`config.mk`:
```
export PLATFORM = sky130hd
export DESIGN_NAME = button_gesture_led_blink_dimmer_core
export DESIGN_NICKNAME = d
export VERILOG_FILES = /design/src/hw/rtl/bgld_pkg.sv /design/src/hw/rtl/bgld_press.sv /design/src/hw/rtl/bgld_pwm.sv /design/src/hw/rtl/button_gesture_led_blink_dimmer_core.sv
export SDC_FILE = /design/constraint.sdc
export NUM_CORES = 1
export LEC_CHECK = 0
export BUFFER_PORTS_ARGS = -buffer_cell sky130_fd_sc_hd__buf_2
export CORE_MARGIN = 4
export CORE_UTILIZATION = 50
export CTS_CLUSTER_SIZE = 25
export DETAILED_ROUTE_END_ITERATION = 7
export PLACE_DENSITY_LB_ADDON = 0.1
export SLEW_MARGIN = 20
export SYNTH_ARGS = -nofsm -noshare
export SYNTH_HDL_FRONTEND = slang
export SYNTH_SLANG_ARGS = --single-unit
```
`constraint.sdc`:
```
create_clock -name clk -period 12.6 [get_ports clk]
set_clock_uncertainty 0.1 [all_clocks]
set_input_delay 1.89 -clock clk [delete_from_list [all_inputs] [get_ports clk]]
set_output_delay 1.89 -clock clk [all_outputs]
set_load 0.005 [all_outputs]
```
`src/hw/rtl/bgld_pkg.sv`:
```
// Shared types and constants for the button gesture / LED blink dimmer block.
// No dependencies; imported by every module of the block.
package bgld_pkg;

  // Default build sizes
  localparam int unsigned NUM_LEDS_DEF  = 6;
  localparam int unsigned PWM_STEPS_DEF = 100;

  // Field and counter widths
  localparam int unsigned IDX_W       = 3;   // LED number 1..7
  localparam int unsigned MODE_W      = 2;
  localparam int unsigned PIN_W       = 6;   // one drive bit per LED 1..6
  localparam int unsigned BRIGHT_W    = 6;
  localparam int unsigned PHASE_W     = 7;   // PWM phase, steps up to 127
  localparam int unsigned ON_W        = 8;   // duty threshold, up to 63*127/32
  localparam int unsigned PROD_W      = BRIGHT_W + PHASE_W;
  localparam int unsigned BRIGHT_DIV_SH = 5; // duty scale divides by 32
  localparam int unsigned PRESS_CNT_W = 16;
  localparam int unsigned BLINK_CNT_W = 20;
  localparam int unsigned CLICK_W     = 2;

  // Configuration port
  localparam int unsigned CFG_IDX_W  = 3;
  localparam int unsigned CFG_DATA_W = 20;

  localparam logic [CFG_IDX_W-1:0] CFG_DEBOUNCE   = 3'd0;
  localparam logic [CFG_IDX_W-1:0] CFG_CLICK_WIN  = 3'd1;
  localparam logic [CFG_IDX_W-1:0] CFG_LONG_PRESS = 3'd2;
  localparam logic [CFG_IDX_W-1:0] CFG_BLINK_SLOW = 3'd3;
  localparam logic [CFG_IDX_W-1:0] CFG_BLINK_MID  = 3'd4;
  localparam logic [CFG_IDX_W-1:0] CFG_BLINK_FAST = 3'd5;

  // Register reset values
  localparam logic [PRESS_CNT_W-1:0] DEBOUNCE_RST   = 16'd200;
  localparam logic [PRESS_CNT_W-1:0] CLICK_WIN_RST  = 16'd400;
  localparam logic [PRESS_CNT_W-1:0] LONG_PRESS_RST = 16'd2000;
  localparam logic [BLINK_CNT_W-1:0] BLINK_SLOW_RST = 20'd500000;
  localparam logic [BLINK_CNT_W-1:0] BLINK_MID_RST  = 20'd100000;
  localparam logic [BLINK_CNT_W-1:0] BLINK_FAST_RST = 20'd50000;

  // Blink modes
  localparam logic [MODE_W-1:0] MODE_SLOW = 2'd0;
  localparam logic [MODE_W-1:0] MODE_MID  = 2'd1;
  localparam logic [MODE_W-1:0] MODE_FAST = 2'd2;

  // Click counts
  localparam logic [CLICK_W-1:0] CLICKS_NONE   = 2'd0;
  localparam logic [CLICK_W-1:0] CLICKS_SINGLE = 2'd1;
  localparam logic [CLICK_W-1:0] CLICKS_DOUBLE = 2'd2;

  // Configuration register set
  typedef struct packed {
    logic [PRESS_CNT_W-1:0] debounce;
    logic [PRESS_CNT_W-1:0] click_win;
    logic [PRESS_CNT_W-1:0] long_press;
    logic [BLINK_CNT_W-1:0] blink_slow;
    logic [BLINK_CNT_W-1:0] blink_mid;
    logic [BLINK_CNT_W-1:0] blink_fast;
  } cfg_t;

  // Selection state after the press update of one transfer
  typedef struct packed {
    logic              output_enable;
    logic [IDX_W-1:0]  led_index;
    logic [MODE_W-1:0] mode;
  } sel_t;

endpackage

```
`src/hw/rtl/bgld_press.sv`:
```
// Press timing and gesture classification, mode table and LED selection.
// Depends on bgld_pkg.
module bgld_press
  import bgld_pkg::*;
#(
  parameter int unsigned NUM_LEDS = NUM_LEDS_DEF
) (
  input  logic clk,
  input  logic rst_n,
  input  logic step_en,
  input  logic press_tick,
  input  logic button_level,
  input  cfg_t cfg,
  output sel_t sel_nxt
);

  logic                   press_active_r, press_active_nxt;
  logic [PRESS_CNT_W-1:0] press_ticks_r, press_ticks_nxt;
  logic [CLICK_W-1:0]     clicks_r, clicks_nxt;
  logic                   latched_r, latched_nxt;
  logic                   enable_r, enable_nxt;
  logic [IDX_W-1:0]       idx_r, idx_nxt;
  logic [MODE_W-1:0]      mode_r   [NUM_LEDS];
  logic [MODE_W-1:0]      mode_nxt [NUM_LEDS];
  logic                   bump;
  logic [IDX_W-1:0]       slot, slot_nxt;
  logic [MODE_W-1:0]      sel_mode;

  // Gesture classification on a press tick
  always_comb begin
    press_active_nxt = press_active_r;
    press_ticks_nxt  = press_ticks_r;
    clicks_nxt       = clicks_r;
    latched_nxt      = latched_r;
    enable_nxt       = enable_r;
    idx_nxt          = idx_r;
    bump             = 1'b0;
    if (press_tick) begin
      if (!button_level) begin
        press_active_nxt = 1'b1;
      end
      if (press_active_nxt) begin
        if (press_ticks_r != {PRESS_CNT_W{1'b1}}) begin
          press_ticks_nxt = press_ticks_r + 1'b1;
        end
        // inside the click window: first or second press seen
        if (press_ticks_nxt < cfg.click_win && press_ticks_nxt > cfg.debounce &&
            !latched_r) begin
          if (!button_level) begin
            latched_nxt = 1'b1;
            clicks_nxt  = CLICKS_DOUBLE;
          end else begin
            clicks_nxt  = CLICKS_SINGLE;
          end
        end
        // window closed with the button up: act on the click
        if (press_ticks_nxt > cfg.click_win && button_level) begin
          if (clicks_nxt >= CLICKS_DOUBLE) begin
            latched_nxt = 1'b0;
            bump        = 1'b1;
          end else begin
            enable_nxt = ~enable_r;
          end
          clicks_nxt       = CLICKS_NONE;
          press_active_nxt = 1'b0;
          press_ticks_nxt  = '0;
        end
        // long hold: next LED, wrapping to the first
        if (press_ticks_nxt > cfg.long_press && !button_level) begin
          clicks_nxt       = CLICKS_NONE;
          press_active_nxt = 1'b0;
          press_ticks_nxt  = '0;
          latched_nxt      = 1'b0;
          if (idx_r == IDX_W'(NUM_LEDS)) begin
            idx_nxt = IDX_W'(1);
          end else begin
            idx_nxt = idx_r + 1'b1;
          end
        end
      end
    end
  end

  assign slot     = idx_r - 1'b1;
  assign slot_nxt = idx_nxt - 1'b1;

  // Mode step per entry, then read at the new selection
  always_comb begin
    sel_mode = '0;
    for (int e = 0; e < NUM_LEDS; e++) begin
      mode_nxt[e] = mode_r[e];
      if (bump && slot == IDX_W'(e)) begin
        case (mode_r[e])
          MODE_SLOW: mode_nxt[e] = MODE_MID;
          MODE_MID:  mode_nxt[e] = MODE_FAST;
          MODE_FAST: mode_nxt[e] = MODE_SLOW;
          default:   mode_nxt[e] = MODE_MID;
        endcase
      end
      if (slot_nxt == IDX_W'(e)) begin
        sel_mode = mode_nxt[e];
      end
    end
  end

  assign sel_nxt.output_enable = enable_nxt;
  assign sel_nxt.led_index     = idx_nxt;
  assign sel_nxt.mode          = sel_mode;

  // State registers, updated once per input transfer
  always_ff @(posedge clk) begin
    if (!rst_n) begin
      press_active_r <= 1'b0;
      press_ticks_r  <= '0;
      clicks_r       <= CLICKS_NONE;
      latched_r      <= 1'b0;
      enable_r       <= 1'b0;
      idx_r          <= IDX_W'(1);
      for (int e = 0; e < NUM_LEDS; e++) begin
        mode_r[e] <= MODE_SLOW;
      end
    end else if (step_en) begin
      press_active_r <= press_active_nxt;
      press_ticks_r  <= press_ticks_nxt;
      clicks_r       <= clicks_nxt;
      latched_r      <= latched_nxt;
      enable_r       <= enable_nxt;
      idx_r          <= idx_nxt;
      for (int e = 0; e < NUM_LEDS; e++) begin
        mode_r[e] <= mode_nxt[e];
      end
    end
  end

endmodule

```
`src/hw/rtl/bgld_pwm.sv`:
```
// Blink timer, PWM phase counter and LED drive for the selected LED.
// Depends on bgld_pkg; takes the post-press selection from bgld_press.
module bgld_pwm
  import bgld_pkg::*;
#(
  parameter int unsigned PWM_STEPS = PWM_STEPS_DEF
) (
  input  logic                clk,
  input  logic                rst_n,
  input  logic                step_en,
  input  logic                pwm_tick,
  input  logic [BRIGHT_W-1:0] brightness,
  input  cfg_t                cfg,
  input  sel_t                sel,
  output logic [PIN_W-1:0]    led_pins_nxt
);

  localparam logic [PHASE_W-1:0] STEPS = PHASE_W'(PWM_STEPS);

  logic [BLINK_CNT_W-1:0] blink_ticks_r, blink_ticks_nxt;
  logic                   blink_phase_r, blink_phase_nxt;
  logic [PHASE_W-1:0]     pwm_phase_r, pwm_phase_nxt;
  logic [PIN_W-1:0]       drive_r;
  logic [PROD_W-1:0]      prod;
  logic [ON_W-1:0]        on_level;
  logic [BLINK_CNT_W-1:0] limit;
  logic                   has_limit;
  logic [IDX_W-1:0]       slot;
  logic [PIN_W-1:0]       onehot;

  // Duty threshold: brightness * steps / 32
  assign prod     = {{PHASE_W{1'b0}}, brightness} * {{BRIGHT_W{1'b0}}, STEPS};
  assign on_level = prod[PROD_W-1:BRIGHT_DIV_SH];

  assign slot = sel.led_index - 1'b1;

  // One drive bit per LED; a seventh LED has no pin
  always_comb begin
    for (int k = 0; k < PIN_W; k++) begin
      onehot[k] = (slot == IDX_W'(k));
    end
  end

  // Half period of the selected mode
  always_comb begin
    limit     = '0;
    has_limit = 1'b1;
    case (sel.mode)
      MODE_SLOW: limit = cfg.blink_slow;
      MODE_MID:  limit = cfg.blink_mid;
      MODE_FAST: limit = cfg.blink_fast;
      default:   has_limit = 1'b0;
    endcase
  end

  // Blink and PWM update on a PWM tick
  always_comb begin
    blink_ticks_nxt = blink_ticks_r;
    blink_phase_nxt = blink_phase_r;
    pwm_phase_nxt   = pwm_phase_r;
    led_pins_nxt    = drive_r;
    if (pwm_tick) begin
      if (blink_ticks_r != {BLINK_CNT_W{1'b1}}) begin
        blink_ticks_nxt = blink_ticks_r + 1'b1;
      end
      pwm_phase_nxt = pwm_phase_r + 1'b1;
      if (has_limit && blink_ticks_nxt > limit) begin
        blink_ticks_nxt = '0;
        blink_phase_nxt = ~blink_phase_r;
      end
      if (blink_phase_nxt && sel.output_enable &&
          {1'b0, pwm_phase_nxt} <= on_level) begin
        led_pins_nxt = onehot;
      end else begin
        led_pins_nxt = '0;
      end
      if (pwm_phase_nxt >= STEPS) begin
        pwm_phase_nxt = '0;
      end
    end
  end

  always_ff @(posedge clk) begin
    if (!rst_n) begin
      blink_ticks_r <= '0;
      blink_phase_r <= 1'b0;
      pwm_phase_r   <= '0;
      drive_r       <= '0;
    end else if (step_en) begin
      blink_ticks_r <= blink_ticks_nxt;
      blink_phase_r <= blink_phase_nxt;
      pwm_phase_r   <= pwm_phase_nxt;
      drive_r       <= led_pins_nxt;
    end
  end

endmodule

```
`src/hw/rtl/button_gesture_led_blink_dimmer_core.sv`:
```
// Button gesture detector with LED blink and dimmer: top level.
// Instantiates bgld_press and bgld_pwm; depends on bgld_pkg.
//
// Usage: each input transfer is one tick carrying a press-timer strobe, a
// PWM-timer strobe, the active-low button level and a brightness value.
// Every input transfer yields exactly one result transfer carrying the LED
// drive, output enable, selected LED and its blink mode.
// Latency: the result is presented the cycle after the input transfer.
// Throughput: one transfer per cycle while the receiver does not stall; the
// state update is a single pass of compares and increments between the state
// registers and the result register.
// The result register decouples the channels: in_ready stays high while
// the result register is empty or being drained, so a new input is taken in
// the same cycle an older result is handed over. When the receiver stalls
// with a result held, in_ready drops and the result stays unchanged.
// Reset (rst_n low, synchronous): timing registers return to their reset
// values, LED 1 is selected, all modes are slow, output is disabled and the
// result register is emptied. Configuration writes are taken at once on
// cfg_we and should only be made while the block is idle.
module button_gesture_led_blink_dimmer_core
  import bgld_pkg::*;
#(
  parameter int unsigned NUM_LEDS  = NUM_LEDS_DEF,
  parameter int unsigned PWM_STEPS = PWM_STEPS_DEF
) (
  input  logic                  clk,
  input  logic                  rst_n,
  // configuration write port
  input  logic                  cfg_we,
  input  logic [CFG_IDX_W-1:0]  cfg_index,
  input  logic [CFG_DATA_W-1:0] cfg_wdata,
  // input channel
  input  logic                  in_valid,
  output logic                  in_ready,
  input  logic                  in_press_tick,
  input  logic                  in_pwm_tick,
  input  logic                  in_button_level,
  input  logic [BRIGHT_W-1:0]   in_brightness,
  // result channel
  output logic                  out_valid,
  input  logic                  out_ready,
  output logic [PIN_W-1:0]      out_led_pins,
  output logic                  out_enable_status,
  output logic [IDX_W-1:0]      out_led_index,
  output logic [MODE_W-1:0]     out_active_mode
);

  cfg_t              cfg_r;
  sel_t              sel_nxt;
  logic [PIN_W-1:0]  led_pins_nxt;
  logic              step_en;
  logic              out_valid_r;
  logic [PIN_W-1:0]  led_pins_r;
  logic              enable_r;
  logic [IDX_W-1:0]  led_index_r;
  logic [MODE_W-1:0] mode_r;

  assign in_ready = !out_valid_r || out_ready;
  assign step_en  = in_valid && in_ready;

  // Configuration registers
  always_ff @(posedge clk) begin
    if (!rst_n) begin
      cfg_r.debounce   <= DEBOUNCE_RST;
      cfg_r.click_win  <= CLICK_WIN_RST;
      cfg_r.long_press <= LONG_PRESS_RST;
      cfg_r.blink_slow <= BLINK_SLOW_RST;
      cfg_r.blink_mid  <= BLINK_MID_RST;
      cfg_r.blink_fast <= BLINK_FAST_RST;
    end else if (cfg_we) begin
      case (cfg_index)
        CFG_DEBOUNCE:   cfg_r.debounce   <= cfg_wdata[PRESS_CNT_W-1:0];
        CFG_CLICK_WIN:  cfg_r.click_win  <= cfg_wdata[PRESS_CNT_W-1:0];
        CFG_LONG_PRESS: cfg_r.long_press <= cfg_wdata[PRESS_CNT_W-1:0];
        CFG_BLINK_SLOW: cfg_r.blink_slow <= cfg_wdata[BLINK_CNT_W-1:0];
        CFG_BLINK_MID:  cfg_r.blink_mid  <= cfg_wdata[BLINK_CNT_W-1:0];
        CFG_BLINK_FAST: cfg_r.blink_fast <= cfg_wdata[BLINK_CNT_W-1:0];
        default: ;
      endcase
    end
  end

  // Press work runs first; its selection feeds the PWM work
  bgld_press #(
    .NUM_LEDS (NUM_LEDS)
  ) u_press (
    .clk          (clk),
    .rst_n        (rst_n),
    .step_en      (step_en),
    .press_tick   (in_press_tick),
    .button_level (in_button_level),
    .cfg          (cfg_r),
    .sel_nxt      (sel_nxt)
  );

  bgld_pwm #(
    .PWM_STEPS (PWM_STEPS)
  ) u_pwm (
    .clk          (clk),
    .rst_n        (rst_n),
    .step_en      (step_en),
    .pwm_tick     (in_pwm_tick),
    .brightness   (in_brightness),
    .cfg          (cfg_r),
    .sel          (sel_nxt),
    .led_pins_nxt (led_pins_nxt)
  );

  // Result register
  always_ff @(posedge clk) begin
    if (!rst_n) begin
      out_valid_r <= 1'b0;
    end else if (step_en) begin
      out_valid_r <= 1'b1;
    end else if (out_ready) begin
      out_valid_r <= 1'b0;
    end
  end

  always_ff @(posedge clk) begin
    if (step_en) begin
      led_pins_r  <= led_pins_nxt;
      enable_r    <= sel_nxt.output_enable;
      led_index_r <= sel_nxt.led_index;
      mode_r      <= sel_nxt.mode;
    end
  end

  assign out_valid         = out_valid_r;
  assign out_led_pins      = led_pins_r;
  assign out_enable_status = enable_r;
  assign out_led_index     = led_index_r;
  assign out_active_mode   = mode_r;

endmodule

```
==> flow_summary.yaml <==
detailed_routing:
  vias: 9892
  ant_nets: 0
  viasPerCell: 5.73
  dr.pass1.iters: 5
  drc: 0
  drt-total-wl_microns: 30100
  drt-initial-drc-count: 735
  wl_per_cell_microns: 17.4
logic_synthesis:
  synth_edf_count: 24
  synth_fp_nets: 1563
  synth-compound-area-share: 0.183
  synth_top_area_frac: 0.291
  synth_flop_cell: "dfxtp_1"
  asyncSetResetFlopFracSynth: 0
  seq_area_frac_synth: 0.354
  muxShareOfSynthArea: 0.0270
  yosysWarnings: 0
  ys_ff_latch: 190
  synth_cell_types: 81
  synthXorXnorAreaFrac: 0.0299
  synth_simple_gate_area_frac: 0.230
  synth_area_per_cell_sq_um: 8.07
  synth_top_area_cell: "dfxtp_1"
  synth_area_sq_um: 11400
  synth_adder_area_share: 0.120
  netlist_top_cells_area: "dfxtp_1, ha_1, nand2_1"
  netlist_instances: 1417
  synth_top_family_by_area: "simple AND/OR/NAND/NOR gates"
critical_path:
  required_ns: 12.83
  crit_type: "flip-flop to flip-flop"
  end_kind: "flip-flop"
  crit_top_cell: "a21o_1"
  crit_family: "compound AO/OA/AOI/OAI gates"
  cp-endpoint: "out_led_pins[4]"
  reg2reg_depth: 41
  ff2ff_setup_slack_ns: 2.02
  cp_slowest_cell: "o31ai_2"
  rr_endpoint: "out_led_pins[4]"
  crit_fanout: 23
  crit_cells: 41
  startpoint: "u_press.press_ticks_r[3]"
  cp.arrival_ns: 10.81
  path_buf_inv: 4
  cpPeakStageDelay_ns: 0.63
  r2r_start: "u_press.press_ticks_r[3]"
  startpoint_type: "flip-flop"
placed_design:
  io_buffers: 50
  dp_hpwl_microns: 21300
  gp_congestion: 0.916
clock_network:
  cts_max_level: 4
  clockBufferDepth: 2
  cts_tree: "yes"
  postCtsSetupBuffers: 0
  cts-buffers-inserted: 17
  cts_root_buf: "clkbuf_16"
  ctsHoldBuffers: 0
  clk_pin_slew_ns: 0.08
  cts_num_sinks: 190
  cts_resized: 0
  clk_latency_ns: 0.46
floorplanning:
  dieWidth_microns: 159
  start_util: 0.507
  die_y_microns: 159
  core_area_sq_um: 22600
  die-area_sq_um: 25400
  placementRows: 55
  pin_count: 51
timing:
  slew_violations: 0
  maxSlewHeadroom: 0.365
  hold_viol_final: 0
  rsz0062_at_grt: "no"
  period_share: 0.840
  finalSetupViolations: 0
  whs_ns: 0.361
  finalSetupTns_ns: 0
  max_freq_mhz: 94.5
  period_minus_slack_ns: 10.58
  worst_pin_slew_ns: 0.950
final_layout:
  drive_gt1_frac: 0.0889
  n_antenna_cell: 0
  layout.nets: 1573
  fin_util: 0.553
  final_cell_mix: "nand2_1, dfxtp_1, a21oi_1"
  synthToLayoutAreaGrowth_pct: 9.09
  layout_commonest_cell: "nand2_1"
  n_fill_cell: 2196
flow_run:
  cap_viol_max_count: 0
global_route:
  grt_pass1_vias: 9513
  antenna_found_initial: 0
  gr-total-overflow: 0
  grt_max_degree: 82
  grtUsageTotal: 0.234
  grt_first_pass_wirelength_microns: 49000
power:
  leakagePower_nw: 5.37
  ir_worst_vdd_mv: 0.0812
  powerDensity_nw_per_um2: 110
hold_path:
  hold_class: "flip-flop to flip-flop"
status:
  status: "finished clean"
==> flip-flops by register name, indices dropped and copies added, names as in the netlist <==
name	cells
out_led_index	3
out_led_pins	6
u_press.idx_r	3
cfg_r	108
u_press.enable_r	1
u_pwm.blink_phase_r	1
u_press.press_active_r	1
u_press.press_ticks_r	16
out_valid	1
out_enable_status	1
u_press.latched_r	1
u_press.mode_r	12
u_pwm.drive_r	6
out_active_mode	2
u_pwm.pwm_phase_r	7
u_pwm.blink_ticks_r	20
u_press.clicks_r	1
==> how the worst min path moves through the flow <==
stage	startpoint	end	slack, ns	depth (start not counted)
global route	cfg_r[46]	cfg_r[46]	0.38	2
finish	cfg_r[41]	cfg_r[41]	0.36	2
CTS	cfg_r[13]	cfg_r[13]	0.36	2
detailed placement	cfg_r[13]	cfg_r[13]	0.35	2
global placement	cfg_r[54]	cfg_r[54]	0.34	2
floorplan	cfg_r[0]	cfg_r[0]	0.34	2
==> stage by stage <==
stage	cell area (sq um)	setup WS, ns	cells	power (mW)
CTS	12500	2.06	1725	1.38
detailed placement	11800	2.23	1693	0.796
finish	12500	2.02	1725	1.37
global route	12500	1.05	1725	1.43
floorplan	11400	3.78	1417	0.747
global placement	11800	2.37	1693	0.793
==> tightest hold or removal path, cell delays in order (launching register included) <==
cell,delay (ns)
dfxtp_1,0.32
nand2_1,0.05
a21oi_1,0.05
==> synth_stat cells (all sizes together), types with 18 or more instances <==
master,count
and2,26
clkbuf,56
nand4,26
dfxtp,166
a21o,20
mux2i,26
edfxtp,24
o21ai,45
nor2,91
nand3,71
a21boi,24
xnor2,21
ha,108
xor2,18
nand2,288
inv,98
a21oi,132
==> power breakdown <==
group / leakage (nW) / switching [mW] / internal (mW)
registers: 1.59 / 0.00776 / 0.627
logic: 3.47 / 0.0941 / 0.0534
clock network: 0.313 / 0.308 / 0.283
==> layout make-up <==
cell class | instances | area (sq um) | share of cell area
Sequential cell | 190 | 4040 | 0.324
Multi-Input combinational cell | 1062 | 6750 | 0.541
Tap cell | 285 | 357 | 0.0286
Clock inverter | 15 | 225 | 0.0181
Clock buffer | 17 | 425 | 0.0341
Inverter | 99 | 372 | 0.0298
Timing Repair Buffer | 57 | 303 | 0.0243
==> logic make-up (layout without fill, tap and decap cells) <==
kind of cell             count (synthesis)  after routing
AO/OA/AOI/OAI                          309            309
adder cells (fa/ha/maj)                109            109
flip-flops                             190            190
XOR/XNOR                                39             39
AND/OR/NAND/NOR                        575            575
buffers and inverters                  165            188
multiplexers                            30             30
==> metal layers <==
metal  track usage  vias up  wire length, microns
met3        0.0362       49                  1190
met1         0.314     4691                 13800
met5             0        -                     0
met2         0.394      222                 14400
met4        0.0682        0                   692
li1              -     4930                     -
Note: power is estimated with default switching activity, not from simulation.
